[config.mk]
export PLATFORM = sky130hd
export DESIGN_NAME = reed_solomon_parity_encoder
export DESIGN_NICKNAME = d
export VERILOG_FILES = /design/src/rtl/core/rspe_pkg.sv /design/src/rtl/core/rspe_lfsr.sv /design/src/rtl/core/rspe_queue.sv /design/src/rtl/core/rspe_serial.sv /design/src/rtl/core/reed_solomon_parity_encoder.sv
export SDC_FILE = /design/constraint.sdc
export NUM_CORES = 1
export LEC_CHECK = 0
export BUFFER_PORTS_ARGS = -buffer_cell sky130_fd_sc_hd__buf_2
export CORE_ASPECT_RATIO = 0.7
export CORE_UTILIZATION = 63
export DETAILED_ROUTE_END_ITERATION = 8
export PLACE_DENSITY_LB_ADDON = 0.05
export SLEW_MARGIN = 20
export SYNTH_ARGS = -nofsm -noshare
export SYNTH_HDL_FRONTEND = slang
export SYNTH_SLANG_ARGS = --single-unit
[constraint.sdc]
create_clock -name aclk -period 9.3 [get_ports aclk]
set_input_delay 0.93 -clock aclk [delete_from_list [all_inputs] [get_ports aclk]]
set_output_delay 0.93 -clock aclk [all_outputs]
set_load 0.02 [all_outputs]
[src/rtl/core/rspe_pkg.sv]
`default_nettype none

package rspe_pkg;

    // Code shape
    localparam int unsigned NPAR        = 16;
    localparam int unsigned SYM_W       = 8;
    localparam int unsigned PARITY_W    = NPAR * SYM_W;
    localparam int unsigned QUEUE_DEPTH = 2;

    // Field polynomial x^8 + x^4 + x^3 + x^2 + 1
    localparam logic [SYM_W:0] FIELD_POLY = 9'h11D;

    // Generator coefficients, x^15 term first (monic x^16 term implied)
    localparam logic [SYM_W-1:0] GEN_COEF [NPAR] = '{
        8'd59,  8'd13, 8'd104, 8'd189, 8'd68, 8'd209, 8'd30, 8'd8,
        8'd163, 8'd65, 8'd41,  8'd229, 8'd98, 8'd50,  8'd36, 8'd59
    };

    // Parity of one block, byte k (k = 0 highest order) in bits [8k+7:8k]
    typedef logic [PARITY_W-1:0] parity_word_t;
    typedef logic [SYM_W-1:0]    sym_t;

    // Front to queue: one finished block
    typedef struct packed {
        logic         push;
        parity_word_t word;
    } blk_push_t;

    // Queue fill status
    typedef struct packed {
        logic full;
        logic empty;
    } q_status_t;

    // GF(256) product, shift and add modulo the field polynomial
    function automatic sym_t gf_mul(input sym_t a_in, input sym_t b_in);
        sym_t a;
        sym_t acc;
        a   = a_in;
        acc = '0;
        for (int k = 0; k < SYM_W; k++) begin
            if (b_in[k]) begin
                acc = acc ^ a;
            end
            a = {a[SYM_W-2:0], 1'b0} ^ (a[SYM_W-1] ? FIELD_POLY[SYM_W-1:0] : '0);
        end
        return acc;
    endfunction

endpackage

`default_nettype wire

[src/rtl/core/rspe_lfsr.sv]
`default_nettype none

// Front end: byte-wide LFSR division by g(x), hands off a block's parity
module rspe_lfsr (
    input  wire logic                 aclk,
    input  wire logic                 aresetn,
    input  wire logic                 in_fire,
    input  wire rspe_pkg::sym_t       in_data,
    input  wire logic                 in_last,
    output rspe_pkg::blk_push_t       blk_out
);

    localparam int unsigned NPAR = rspe_pkg::NPAR;
    localparam int unsigned SW   = rspe_pkg::SYM_W;

    rspe_pkg::sym_t rem_reg  [NPAR];
    rspe_pkg::sym_t rem_next [NPAR];
    rspe_pkg::sym_t fb;

    // Remainder update for the incoming byte
    always_comb begin
        fb = in_data ^ rem_reg[0];
        for (int k = 0; k < NPAR - 1; k++) begin
            rem_next[k] = rem_reg[k+1] ^ rspe_pkg::gf_mul(rspe_pkg::GEN_COEF[k], fb);
        end
        rem_next[NPAR-1] = rspe_pkg::gf_mul(rspe_pkg::GEN_COEF[NPAR-1], fb);
    end

    // Finished block goes straight to the queue
    always_comb begin
        blk_out.push = in_fire && in_last;
        for (int k = 0; k < NPAR; k++) begin
            blk_out.word[k*SW +: SW] = rem_next[k];
        end
    end

    // Remainder register, cleared at reset and after each block
    always_ff @(posedge aclk) begin
        if (!aresetn) begin
            for (int k = 0; k < NPAR; k++) begin
                rem_reg[k] <= '0;
            end
        end else if (in_fire) begin
            for (int k = 0; k < NPAR; k++) begin
                rem_reg[k] <= in_last ? '0 : rem_next[k];
            end
        end
    end

    // A block end always leaves a clean remainder
    a_clear_after_block: assert property (@(posedge aclk) disable iff (!aresetn)
        in_fire && in_last |=> rem_reg[0] == '0 && rem_reg[NPAR-1] == '0)
        else $error("remainder not cleared after block end");

    // Feedback zero means a plain shift of the remainder
    a_zero_feedback: assert property (@(posedge aclk) disable iff (!aresetn)
        in_fire && !in_last && fb == '0 |=> rem_reg[NPAR-1] == '0)
        else $error("remainder tail not zero after zero feedback");

    // Handoff only on an accepted last byte
    a_push_on_last: assert property (@(posedge aclk) disable iff (!aresetn)
        blk_out.push |-> in_fire && in_last)
        else $error("parity handed off without block end");

endmodule

`default_nettype wire

[src/rtl/core/rspe_queue.sv]
`default_nettype none

// Small queue of finished parity blocks between front and back
module rspe_queue #(
    parameter int unsigned DEPTH = rspe_pkg::QUEUE_DEPTH
) (
    input  wire logic                   aclk,
    input  wire logic                   aresetn,
    input  wire rspe_pkg::blk_push_t    blk_in,
    input  wire logic                   pop,
    output rspe_pkg::parity_word_t      head_word,
    output rspe_pkg::q_status_t         status
);

    localparam int unsigned PW = (DEPTH > 1) ? $clog2(DEPTH) : 1;
    localparam int unsigned CW = $clog2(DEPTH + 1);

    rspe_pkg::parity_word_t mem_reg [DEPTH];
    logic [PW-1:0] wr_ptr_reg, wr_ptr_next;
    logic [PW-1:0] rd_ptr_reg, rd_ptr_next;
    logic [CW-1:0] count_reg,  count_next;
    logic          do_push;
    logic          do_pop;

    assign status.full  = (count_reg == CW'(DEPTH));
    assign status.empty = (count_reg == '0);
    assign do_push      = blk_in.push && !status.full;
    assign do_pop       = pop && !status.empty;
    assign head_word    = mem_reg[rd_ptr_reg];

    // Pointer and fill count update
    always_comb begin
        wr_ptr_next = wr_ptr_reg;
        rd_ptr_next = rd_ptr_reg;
        count_next  = count_reg;
        if (do_push) begin
            wr_ptr_next = (wr_ptr_reg == PW'(DEPTH - 1)) ? '0 : wr_ptr_reg + 1'b1;
        end
        if (do_pop) begin
            rd_ptr_next = (rd_ptr_reg == PW'(DEPTH - 1)) ? '0 : rd_ptr_reg + 1'b1;
        end
        if (do_push && !do_pop) begin
            count_next = count_reg + 1'b1;
        end else if (do_pop && !do_push) begin
            count_next = count_reg - 1'b1;
        end
    end

    always_ff @(posedge aclk) begin
        if (!aresetn) begin
            wr_ptr_reg <= '0;
            rd_ptr_reg <= '0;
            count_reg  <= '0;
        end else begin
            wr_ptr_reg <= wr_ptr_next;
            rd_ptr_reg <= rd_ptr_next;
            count_reg  <= count_next;
        end
    end

    // Storage, no reset
    always_ff @(posedge aclk) begin
        if (do_push) begin
            mem_reg[wr_ptr_reg] <= blk_in.word;
        end
    end

    a_no_overflow: assert property (@(posedge aclk) disable iff (!aresetn)
        blk_in.push |-> !status.full)
        else $error("parity block pushed into full queue");

    a_no_underflow: assert property (@(posedge aclk) disable iff (!aresetn)
        pop |-> !status.empty)
        else $error("pop from empty queue");

    a_count_range: assert property (@(posedge aclk) disable iff (!aresetn)
        count_reg <= CW'(DEPTH))
        else $error("queue fill count out of range");

endmodule

`default_nettype wire

[src/rtl/core/rspe_serial.sv]
`default_nettype none

// Back end: sends one parity block as 16 byte transfers, highest order first
module rspe_serial (
    input  wire logic                   aclk,
    input  wire logic                   aresetn,
    input  wire rspe_pkg::q_status_t    q_status,
    input  wire rspe_pkg::parity_word_t q_word,
    output logic                        q_pop,
    output logic                        m_tvalid,
    input  wire logic                   m_tready,
    output rspe_pkg::sym_t              m_tdata,
    output logic                        m_tlast
);

    localparam int unsigned NPAR = rspe_pkg::NPAR;
    localparam int unsigned SW   = rspe_pkg::SYM_W;
    localparam int unsigned NW   = $clog2(NPAR);

    rspe_pkg::parity_word_t word_reg, word_next;
    logic [NW-1:0]          cnt_reg,  cnt_next;
    logic                   valid_reg, valid_next;
    logic                   last_byte;
    logic                   out_fire;

    assign last_byte = (cnt_reg == NW'(NPAR - 1));
    assign out_fire  = valid_reg && m_tready;
    assign m_tvalid  = valid_reg;
    assign m_tdata   = word_reg[SW-1:0];
    assign m_tlast   = last_byte;

    // Load a new block when idle or as the final byte leaves
    always_comb begin
        word_next  = word_reg;
        cnt_next   = cnt_reg;
        valid_next = valid_reg;
        q_pop      = 1'b0;
        if (!valid_reg || (out_fire && last_byte)) begin
            if (!q_status.empty) begin
                q_pop      = 1'b1;
                word_next  = q_word;
                cnt_next   = '0;
                valid_next = 1'b1;
            end else begin
                cnt_next   = '0;
                valid_next = 1'b0;
            end
        end else if (out_fire) begin
            word_next = {{SW{1'b0}}, word_reg[rspe_pkg::PARITY_W-1:SW]};
            cnt_next  = cnt_reg + 1'b1;
        end
    end

    always_ff @(posedge aclk) begin
        if (!aresetn) begin
            valid_reg <= 1'b0;
            cnt_reg   <= '0;
        end else begin
            valid_reg <= valid_next;
            cnt_reg   <= cnt_next;
        end
    end

    always_ff @(posedge aclk) begin
        word_reg <= word_next;
    end

    // Mid-block the output must stay valid
    a_cnt_needs_valid: assert property (@(posedge aclk) disable iff (!aresetn)
        cnt_reg != '0 |-> valid_reg)
        else $error("byte count advanced with no block loaded");

    // Byte count steps by one per transfer inside a block
    a_cnt_step: assert property (@(posedge aclk) disable iff (!aresetn)
        out_fire && !last_byte |=> cnt_reg == $past(cnt_reg) + 1'b1)
        else $error("byte count did not advance");

    // A new block is taken only at a block boundary
    a_pop_boundary: assert property (@(posedge aclk) disable iff (!aresetn)
        q_pop |-> !valid_reg || (out_fire && last_byte))
        else $error("queue popped mid-block");

endmodule

`default_nettype wire

[src/rtl/core/reed_solomon_parity_encoder.sv]
`default_nettype none

// Reed-Solomon parity encoder, GF(256) with polynomial 0x11D and the fixed
// degree-16 generator. Data bytes enter on the s_ stream, one per cycle while
// s_tready is high, s_tlast marking a block's last byte; blocks have any length
// of one byte or more. A block's 16 parity bytes leave on the m_ stream highest
// order first, m_tlast on the sixteenth. When the output side is free, the
// finished parity word is first written into the queue and then loaded into
// the serializer register, after which the first parity byte is valid. The
// input LFSR takes one byte per cycle while s_tready is high; the output
// serializer sends one parity byte per cycle while m_tready is high. Finished
// blocks wait in a queue of QUEUE_DEPTH parity words; while that queue is full
// s_tready is low, so a stream of blocks shorter than 16 bytes is paced by the
// output side.
module reed_solomon_parity_encoder #(
    parameter int unsigned QUEUE_DEPTH = rspe_pkg::QUEUE_DEPTH
) (
    input  wire logic       aclk,
    input  wire logic       aresetn,
    input  wire logic       s_tvalid,
    output logic            s_tready,
    input  wire logic [7:0] s_tdata,    // [7:0] data_byte
    input  wire logic       s_tlast,    // block_end
    output logic            m_tvalid,
    input  wire logic       m_tready,
    output logic [7:0]      m_tdata,    // [7:0] parity_byte
    output logic            m_tlast     // parity_last
);

    rspe_pkg::blk_push_t    blk;
    rspe_pkg::q_status_t    q_status;
    rspe_pkg::parity_word_t q_word;
    logic                   q_pop;
    logic                   in_fire;

    assign s_tready = !q_status.full;
    assign in_fire  = s_tvalid && s_tready;

    rspe_lfsr u_lfsr (
        .aclk    (aclk),
        .aresetn (aresetn),
        .in_fire (in_fire),
        .in_data (s_tdata),
        .in_last (s_tlast),
        .blk_out (blk)
    );

    rspe_queue #(
        .DEPTH (QUEUE_DEPTH)
    ) u_queue (
        .aclk      (aclk),
        .aresetn   (aresetn),
        .blk_in    (blk),
        .pop       (q_pop),
        .head_word (q_word),
        .status    (q_status)
    );

    rspe_serial u_serial (
        .aclk     (aclk),
        .aresetn  (aresetn),
        .q_status (q_status),
        .q_word   (q_word),
        .q_pop    (q_pop),
        .m_tvalid (m_tvalid),
        .m_tready (m_tready),
        .m_tdata  (m_tdata),
        .m_tlast  (m_tlast)
    );

endmodule

`default_nettype wire
; Word level (Yosys, flattened, before mapping)
; Memory sizes are Yosys's and may differ from the RTL's. A register that Yosys moved wholly into a read port is not among the register bits.
; Cells that the tools add are included.
[totals]
mem_count = 2
output_inout_bits = 11
mem_bits_rw = 384
ff_bits = 137
inputBits = 13
word_cells = 342
[mem_list]
columns = name, depth, width, rd, rd_clocked_by_memory_dff, wr, line
row1 = u_queue.mem_reg, 2, 128, 1, 1, 1, rspe_queue.sv:18  ; rspe_pkg::parity_word_t mem_reg [DEPTH];
row2 = u_lfsr.rem_reg, 16, 8, 16, 0, 16, rspe_lfsr.sv:16  ; rspe_pkg::sym_t rem_reg [NPAR];
[op_classes]
reduce_logical = 19
eq_ne = 3
muxes = 169
add_sub_neg = 5
bitwise = 138
[op_table]
columns = cell, count
row1 = 8-bit 2-to-1 mux, 89
row2 = 128-bit 2-to-1 mux, 3
row3 = 7-bit 2-to-1 mux, 30
row4 = 5-bit NOT, 27
row5 = 8-bit XOR, 16
row6 = 6-bit 2-to-1 mux, 18
row7 = 6-bit NOT, 13
row8 = 4-bit NOT, 18
row9 = 3-bit NOT, 18
row10 = 5-bit 2-to-1 mux, 9
row11 = 2-bit NOT with 3-bit output, 10
row12 = 7-bit NOT, 3
row13 = 4-bit 2-to-1 mux, 4
row14 = 1-bit bitwise OR, 16
row15 = 1-bit 2-to-1 mux, 12
row16 = 3-bit NOT with 4-bit output, 3
row17 = 4-bit NOT with 5-bit output, 2
row18 = 1-bit logical AND, 8
row19 = 1-bit NOT with 2-bit output, 4
row20 = 8-bit NOT, 1
row21 = 3-bit 2-to-1 mux, 2
row22 = 1-bit logical NOT, 5
row23 = 4-bit by 1-bit adder with 4-bit output (second input constant), 1
row24 = 4-bit == test (second input constant), 1
row25 = other kinds (14), 21

; Depth between registers and ports, before layout
; Gate-level depths: netlist (run 1).
; An unclocked memory read counts as a cell.
[logic_depth]
word_depth = 20
ltp_mapped = 9
depth_no_buf = 8

; Cells and area by module
; A second synthesis (run 1) with hierarchy kept.
[unflattened]
cells_unflattened = 1328
area_unflattened_um2 = 23548.8
[by_module_without_submodules]
columns = mod, seq_area_each_um2, cells_each, n_inst, area_each_um2
row1 = rspe_queue, 7787.5, 423, 1, 9505.4
row2 = rspe_lfsr, 3843.7, 594, 1, 8331.7
row3 = rspe_serial, 3943.8, 309, 1, 5701.7
row4 = reed_solomon_parity_encoder, 0.0, 2, 1, 10.0

; Least setup slack after synthesis (run 1)
; No wires, ideal clock.
[synth_timing]
path_type = input port to flip-flop
start = input m_tready
end = register u_serial.word_reg[0] (enable)
setup_slack_ns = 1.461
arrival_time_ns = 7.182
path_buffers = 0
required_time_ns = 8.643
stages = 2
setup_time_ns = 0.657
cell_sequence = inv_1 -> a21oi_1
[synth_between]
elab_chain_len = 5
elab_cells_between_ends = 6
cone_classes = 1 x eq/ne / 5 x reduce/logical
[synth_rtl]
columns = item, line
row1 = from (decl), reed_solomon_parity_encoder.sv:25  ; input wire logic m_tready,
row2 = 1-bit logical AND (*), rspe_serial.sv:27  ; assign out_fire = valid_reg && m_tready;
row3 = 1-bit logical AND, rspe_serial.sv:38  ; if (!valid_reg || (out_fire && last_byte)) begin
row4 = 1-bit logical OR, rspe_serial.sv:38
row5 = 2-bit inequality test (no line) or 2-bit nonzero test (tied branches), -
row6 = 2-bit AND reduction (no line) (*), -
row7 = to (signal assigned), rspe_serial.sv:65  ; word_reg <= word_next;
row8 = to (decl), rspe_serial.sv:20  ; rspe_pkg::parity_word_t word_reg, word_next;
; Every way passes the cells marked *; elsewhere a longest branch is shown, timed or not.
; A chain may end at the register's enable or synchronous reset.

; Worst setup path after layout (run 1)
[layout_timing]
start = register u_queue.count_reg[0]
end = memory u_queue.mem_reg[1][115] (netlist bit) (enable)
[layout_between]
elab_chain_len = 7
[layout_rtl]
columns = item, line
row1 = from (decl), rspe_queue.sv:21  ; logic [CW-1:0] count_reg, count_next;
row2 = from (signal assigned), rspe_queue.sv:57  ; count_reg <= count_next;
row3 = 2-bit == test (*), rspe_queue.sv:25  ; assign status.full = (count_reg == CW'(DEPTH));
row4 = 1-bit logical NOT (*), "rspe_queue.sv:27, reed_solomon_parity_encoder.sv:36"
row5 = 1-bit logical AND, reed_solomon_parity_encoder.sv:37  ; assign in_fire = s_tvalid && s_tready;
row6 = 1-bit logical AND, rspe_lfsr.sv:31  ; blk_out.push = in_fire && in_last;
row7 = 1-bit logical AND (*), rspe_queue.sv:27  ; assign do_push = blk_in.push && !status.full;
row8 = 1-bit 2-to-1 mux (*), rspe_queue.sv:63  ; if (do_push) begin
row9 = 1-bit 2-to-1 mux (implied by the code) (*), rspe_queue.sv:64  ; mem_reg[wr_ptr_reg] <= blk_in.word;
row10 = to (decl), rspe_queue.sv:18
; Marks and branches as above.

==> flow_results.org, run 1 <==
** Clocking
- For the worst-skew pair, the clock arrives at the later sink with an insertion delay of 0.57 ns.
- Clock tree synthesis found a total of 522 sinks.
- After clock tree synthesis, the clock-pin slew on the worst setup and hold paths is 0.06 ns.
- Number of resized instances in the post-cts repair step :: 0
- TritonCTS built the clock tree.
- Number of buffers added by the clock tree synthesis step :: 47
- Post-CTS Setup Repair Bufs :: 0
- In this run, post-CTS hold repair placed 0 buffers.
- In this run the clock root is driven by a clkbuf_16.
- The H-tree generated during clock tree synthesis spans 2 levels.
- Maximum buffer depth of the clock tree :: 3

** Layout
- The finished cells cover 24,160 µm².
- Of the cells placed in the final design, the portion with a size suffix greater than 1 is 0.09932.
- Leaving out fill and tap cells, the most frequent cells in the layout are 512 x edfxtp_1, 151 x xnor2_1, 128 x mux2i_1, 127 x nand2_1, 124 x o21ai_0.
- The register with the most flip-flops in the layout has 256 of them.
- After the last flow step, the layout net total stands at 1,439.
- Final core utilization :: 0.7109
- Area overhead of the layout relative to synthesis :: 9.562%
- The library cell used most frequently in the layout, excluding fill and tap cells, is edfxtp_1.

** Route
- After the first detailed-routing iteration, the DRC count stood at 1,339.
- Antenna violation net count after detailed routing :: 0
- In the routed layout, each cell is associated on average with a via count of 5.921.
- Aggregate routed wire length :: 46.69 mm
- The first detailed-routing pass took 6 iterations.
- Via Count :: 11,400
- In the routed design, unresolved DRC markers number 0.
- In the final routed layout, each cell accounts on average for 24.26 µm.

** Synth
- In the synthesized netlist the async set-or-reset flop fraction comes to 0.
- Of the total synthesized cell area, the portion taken by full adders, half adders and majority gates is 0.001135.
- Synth cell types :: 41
- Of the total synthesized cell area, the portion taken by AND, OR, NAND and NOR gates is 0.07473.
- After synthesis, the largest family of logic cells by area is XOR/XNOR gates.
- Synth Net Count :: 1,421
- Cell area after technology mapping :: 22,050 µm²
- Largest area contributor in the netlist :: edfxtp_1
- The share of the Yosys chip area taken by registers is 0.7063.
- After technology mapping, the gate count stands at 1,406.
- Cell types occupying the most area after synthesis :: edfxtp_1 70%, xnor2_1 6.2%, mux2i_1 5.8%, o21ai_0 2.8%, xor2_1 2.7%
- Of the total synthesized cell area, the portion taken by XOR and XNOR cells is 0.1091.
- Dominant synthesized flop cell :: edfxtp_1
- Of the post-synthesis cell area, the part taken by muxes is 0.05913.
- Share of Yosys cell area claimed by the top area cell type :: 0.6973
- Counting flops with a built-in enable in the synthesized netlist gives 512.
- The synthesized design contains 522 register bits.
- Per-instance average area after synthesis :: 15.68 µm²
- The Yosys step of the flow raised 0 warnings.
- The compound-gate portion of the synthesized area is 0.03104.

** STA
- The number of max-slew violations in the final report is 0.
- Static timing analysis puts the maximum clock frequency at 269.7 MHz.
- Setup_tns :: 0 ns
- The clock arrives with 0.02651 ns of skew.
- In the finished design, the share of the clock period the worst path needs comes to 0.3986.
- The number of hold-slack violations in the final timing report was 0.
- Final worst-path setup slack :: 5.593 ns
- Setup violations remaining at the end of the flow were counted as 0.
- Final period demand of the worst path :: 3.707 ns
- Setup repair after global routing left no endpoint under its margin.
- Worst-Margin Slew :: 1.050 ns
- Headroom to the max-slew limit :: 0.2948

** Die
- Cell row count :: 56
- The die covers 35,760 µm².
- 24 I/O pins were placed.
- Initial cell density of the core :: 0.6489
- The die is 158.5 µm tall.
- The floorplan step defined a core boundary enclosing 33,980 µm².
- Overall die width :: 225.6 µm

** Critical path
- STA puts the critical path data required time at 9.48 ns.
- On the worst path, the slowest cell contributes a delay of 0.77 ns.
- Counting stages on the worst path, the most repeated cell is buf_4.
- The worst setup path is captured at a flip-flop.
- R2R setup slack :: 5.59 ns
- Reg2Reg Depth :: 6
- Source of the worst register-to-register timing path :: u_queue.count_reg[0]
- For the worst setup path, the data arrival time is 3.88 ns.
- Master of the slowest instance on the critical path :: buf_4
- The most critical setup path has its startpoint at u_queue.count_reg[0].
- The worst setup path is launched from a flip-flop.
- In this run the worst setup path terminates at u_queue.mem_reg[1][115].
- CP Cell Sequence :: nand2b_1 -> and2_2 -> buf_4 -> and3_4 -> buf_4 -> buf_4
- End of the worst register-to-register path :: u_queue.mem_reg[1][115]
- In this run the worst path has a maximum fanout of 58.
- The critical path in this run is classified as flip-flop to flip-flop.

** Power
- The worst-case IR drop observed on VDD is 0.3933 mV.
- Leakage power summed over all cells :: 8.310 nW
- Overall power consumption after layout is estimated at 10.12 mW.
- Pwr per Cell Area :: 419.0 nW/µm²

** GRT
- Global-route usage over all layers :: 0.2694
- Vias in the first global route :: 10,760
- Wire length of the first global-routing pass :: 69.01 mm
- The number of antenna violations at the first check in global routing was 1.
- Remaining Overflow, GRT :: 0
- Maximum number of pins on one net before global-route repair :: 186

** Placement
- Post-Place Cell Area :: 22,690 µm²
- Minimum setup slack after placement :: 5.091 ns
- HPWL Detailed :: 27.96 mm
- Gpl congestion :: 0.8285
- Port Buffers :: 23

** Hold path
- Along the worst hold path, the cell count comes to 2.
- Min-delay worst type :: flip-flop to flip-flop

** Job
- Max cap viols :: 0

** Outcome
- Run status :: finished, final reports clean
==> stage by stage <==
step / cells / hold WS (ns)
detailed placement: 1839 / 0.4909
CTS: 1924 / 0.5012
floorplan: 1406 / 0.4619
global route: 1924 / 0.5525
finish: 1925 / 0.5066
global placement: 1839 / 0.4771
==> metal layers <==
| layer | up-vias | GRT usage | share of wire |
|---|---|---|---|
| met2 | 446 | 0.3790 | 0.42 |
| met5 | - | 0 | 0 |
| li1 | 5164 | - | - |
| met1 | 5730 | 0.4295 | 0.47 |
| met4 | 0 | 0.05960 | 0.017 |
| met3 | 58 | 0.05868 | 0.088 |
==> cell usage after synthesis (5+ instances only) <==
cell and number:
and4b_1 52, nor2b_1 48, xor2_1 68, nor2_1 20, buf_1 10, dfxtp_1 10, inv_1 10, nand2_1 127
a21oi_1 5, edfxtp_1 512, and2_1 5, o21ai_0 124, buf_4 9, clkbuf_1 57, xnor2_1 155, and3b_1 21
xor2_4 5, mux2i_1 128
==> layout make-up <==
type                    instances  area, µm²
diodes                          1      2.502
clock buffers                  67       1334
clock inverters                18      130.1
fillers                      2220       9824
inverters                      10      37.54
multi-input cells             792       6157
flip-flops and latches        522      15580
well taps                     464      580.6
repair buffers                 51      337.8
==> logic make-up after synthesis <==
logic type                 count (synthesis)
AOI/OAI and AO/OA                        134
buffers and inverters                     92
DFF                                      522
and+or+nand+nor                          283
adders and majority gates                  2
muxes                                    130
xor gates and xnor gates                 243
==> worst max-delay path: cells and delay by family (launching register included) <==
kind	cells	cell delay, ns
and+or+nand+nor	3	0.83
buffers and inverters	3	1.97
DFF	1	0.44
==> report_power, final <==
part           leakage, nW  internal, mW  total (mW)  switching [mW]
clock                0.721          1.05        1.88           0.826
sequential            5.08          4.17        4.47           0.297
combinational         2.51          1.29        3.78            2.49
total                 8.31          6.51        10.1            3.61
==> worst min-delay path by stage <==
stage / start / endpoint / slack [ns]
6_report: u_serial.cnt_reg[1] / u_serial.cnt_reg[1] / 0.51
5_1_grt: u_serial.word_reg[97] / u_serial.word_reg[89] / 0.55
4_1_cts: u_serial.cnt_reg[1] / u_serial.cnt_reg[1] / 0.50
3_5_place_dp: u_serial.cnt_reg[1] / u_serial.cnt_reg[1] / 0.49
3_3_place_gp: u_serial.cnt_reg[1] / u_serial.cnt_reg[1] / 0.48
2_1_floorplan: u_serial.cnt_reg[1] / u_serial.cnt_reg[1] / 0.46
No activity file was read; power rests on OpenSTA's default activity.
==> inputs of run 2 (changes only) <==
--- a/config.mk
+++ b/config.mk
@@ -7,7 +7,7 @@
 export LEC_CHECK = 0
 export BUFFER_PORTS_ARGS = -buffer_cell sky130_fd_sc_hd__buf_2
 export CORE_ASPECT_RATIO = 0.7
-export CORE_UTILIZATION = 63
+export CORE_UTILIZATION = 57
 export DETAILED_ROUTE_END_ITERATION = 8
 export PLACE_DENSITY_LB_ADDON = 0.05
 export SLEW_MARGIN = 20
==> constraint.sdc (replaced) <==
create_clock -name aclk -period 3.1 [get_ports aclk]
set_input_delay 0.31 -clock aclk [delete_from_list [all_inputs] [get_ports aclk]]
set_output_delay 0.31 -clock aclk [all_outputs]
set_load 0.02 [all_outputs]
==> run 2 against run 1 <==
Effect of this change: combinational power increased to 3.3 times the previous value; hold slack got worse by 0.46 ns; count of clock-buffer cells in the layout decreased by 3; clock skew decreased by 0.012 ns; die area increased by 10%; highest routed layer unchanged; non-clock buffer count increased by 62; sequential power increased to 3.0 times the previous value; power increased to 3.1 times the previous value; worst setup slack got worse by 5.3 ns; critical endpoint is now u_lfsr.rem_reg[0][7].
==> flow_results.org, run 2 (synthesis gave the netlist of run 1 again) <==
** STA
- Hold WS :: 0.04538 ns
- Dividing the final minimum period by the clock period gives 0.9127.
- RSZ-0062 raised after global routing :: false
- Final worst-path setup slack :: 0.2706 ns
- Number of max-slew violations in the final report :: 0
- The number of hold-slack violations in the final timing report is 0.
- Headroom to the max-slew limit :: 0.4382
- Setup_tns :: 0 ns
- Top achievable clock speed :: 353.4 MHz
- Number of setup violations in the final report :: 0
- Worst-Margin Slew :: 0.8408 ns
- Final period demand of the worst path :: 2.829 ns
- Post-Route Skew :: 0.01451 ns

** Clocking
- Post-CTS Setup Repair Bufs :: 0
- Clock transition at the register clock pins on the worst setup and hold paths after CTS :: 0.06 ns
- Gates resized during post-CTS repair numbered 0.
- Number of buffers added by the clock tree synthesis step :: 49
- CTS H-Tree Depth :: 2
- Number of hold-repair buffers added at the cts stage :: 0
- The root buffer cell chosen for the clock tree is clkbuf_16.
- TritonCTS built the clock tree.
- In this run the deepest clock path goes through 3 buffers.
- Counting every sink on the clock net gives 522.
- The later pin in the worst-skew pair is clocked with a latency of 0.56 ns.

** Outcome
- Run status :: finished, final reports clean

** Route
- Antenna violation net count after detailed routing :: 0
- The detailed router placed 11,530 vias in this run.
- DRC viols :: 0
- After detailed routing, the number of vias per cell comes to 5.734.
- Aggregate routed wire length :: 49.07 mm
- In the final routed layout, each cell accounts on average for 24.40 µm.
- In this run, the number of DRC markers left after iteration 0 of detailed routing was 1,159.
- Length of the first detailed-routing pass in iterations :: 5

** Layout
- From synthesis to final layout, the design area changed by 12.84%.
- The final layout contains 1,503 nets.
- Max reg flops :: 256
- 0 antenna diodes ended up in the layout.
- Most frequent cells in the layout :: 512 x edfxtp_1, 152 x xnor2_1, 128 x mux2i_1, 126 x nand2_1, 124 x o21ai_0
- In the final layout, the share of cells above drive strength 1 is 0.1412.
- The library cell used most frequently in the layout, excluding fill and tap cells, is edfxtp_1.
- Area of all placed cells without fillers :: 24,880 µm²

** Die
- The core region is 37,650 µm².
- For this configuration, the core starts out at a cell density of 0.5857.
- I/O pin count :: 24
- Overall die width :: 237.1 µm
- Die Footprint :: 39,490 µm²
- After floorplanning, the core was divided into 59 placement rows.
- The die is 166.6 µm tall.

** Placement
- HPWL Detailed :: 32.11 mm
- Gpl congestion :: 0.8859
- Post-Place Cell Area :: 23,390 µm²
- Minimum setup slack after placement :: 0.2912 ns
- Port Buffers :: 23

** Critical path
- Peak fanout along the critical path :: 10
- CP Cell Sequence :: xor2_4 -> xor2_2 -> buf_4 -> xnor2_1 -> xnor2_1 -> and4b_1
- Cell seen most often among critical-path stages :: xnor2_1
- STA classifies the critical path startpoint as a flip-flop.
- Worst Setup End Kind :: flip-flop
- Critical path data arrival time :: 3.13 ns
- The worst setup path is of the flip-flop to flip-flop kind.
- Highest cell delay on the worst timing path :: 0.58 ns
- At the worst endpoint, the required time is 3.40 ns.
- The largest individual stage delay along the critical path comes from the cell xor2_4.

** GRT
- Initial antenna violation count :: 1
- Wire length of the first global-routing pass :: 73.38 mm
- Maximum number of pins on one net before global-route repair :: 72
- The total overflow left after global routing is 0.
- Vias in the first global route :: 11,310
- In the global route stage, overall resource usage came out at 0.2548.

** Power
- In this run the static leakage power is 8.678 nW.
- Pwr per Cell Area :: 1261 nW/µm²
- IR analysis of the VDD net gives a maximum drop of 1.039 mV.

** Job
- Max-cap violations in this run came to 0.

** Hold path
- The min-delay analysis places its worst path in the category primary input to flip-flop.
run 2: changes by cell type in the layout (fill, tap and decap cells not counted), sizes merged:
cell	change
diode	-1
buf	+62
clkinvlp	+2
bufinv	+1
clkinv	+1
clkbuf	-3
run 2: per-stage QoR:
step | cells | util | power [mW]
floorplan | 1406 | - | 20.86
global placement | 1925 | 0.6212 | 25.48
detailed placement | 1925 | 0.6212 | 25.71
CTS | 2011 | 0.6609 | 31.48
global route | 2011 | 0.6609 | 32.87
finish | 2011 | 0.6609 | 31.39
run 2: path summary, 6_finish.rpt:
path                        startpoint              endpoint  slack [ns]  cells after the start
setup / recovery  u_lfsr.rem_reg[0][4]  u_lfsr.rem_reg[0][7]        0.27                      6
hold reg to reg    u_serial.cnt_reg[1]   u_serial.cnt_reg[1]        0.50                      2
setup reg to reg  u_lfsr.rem_reg[0][4]  u_lfsr.rem_reg[0][7]        0.27                      6
hold / removal                m_tready   u_serial.cnt_reg[1]        0.05                      3
run 2: power by group:
| group | switching, mW | internal (mW) |
|---|---|---|
| Combinational | 7.82 | 4.51 |
| Sequential | 0.851 | 12.5 |
| Clock | 2.51 | 3.22 |
| Total | 11.2 | 20.2 |
run 2: layout make-up:
class	instances	area (µm²)
Clock buffer	64	1313
Clock inverter	22	181.4
Timing Repair Buffer	113	978.4
Tap cell	488	610.6
Fill cell	2658	12770
Inverter	10	37.54
Sequential cell	522	15590
Multi-Input combinational cell	792	6175
run 2: worst max-delay path, delay by kind of cell (launching register included):
| kind | cells | cell delay (ns) |
|---|---|---|
| AND/OR/NAND/NOR | 1 | 0.26 |
| buffers and inverters | 1 | 0.24 |
| XOR/XNOR | 4 | 1.61 |
| flip-flops | 1 | 0.46 |
run 2: metal layers:
layer,track usage,vias up,part of all wire
met5,0,-,0
met4,0.05526,0,0.018
met3,0.05984,64,0.083
met2,0.3538,391,0.42
met1,0.4074,5787,0.48
li1,-,5289,-
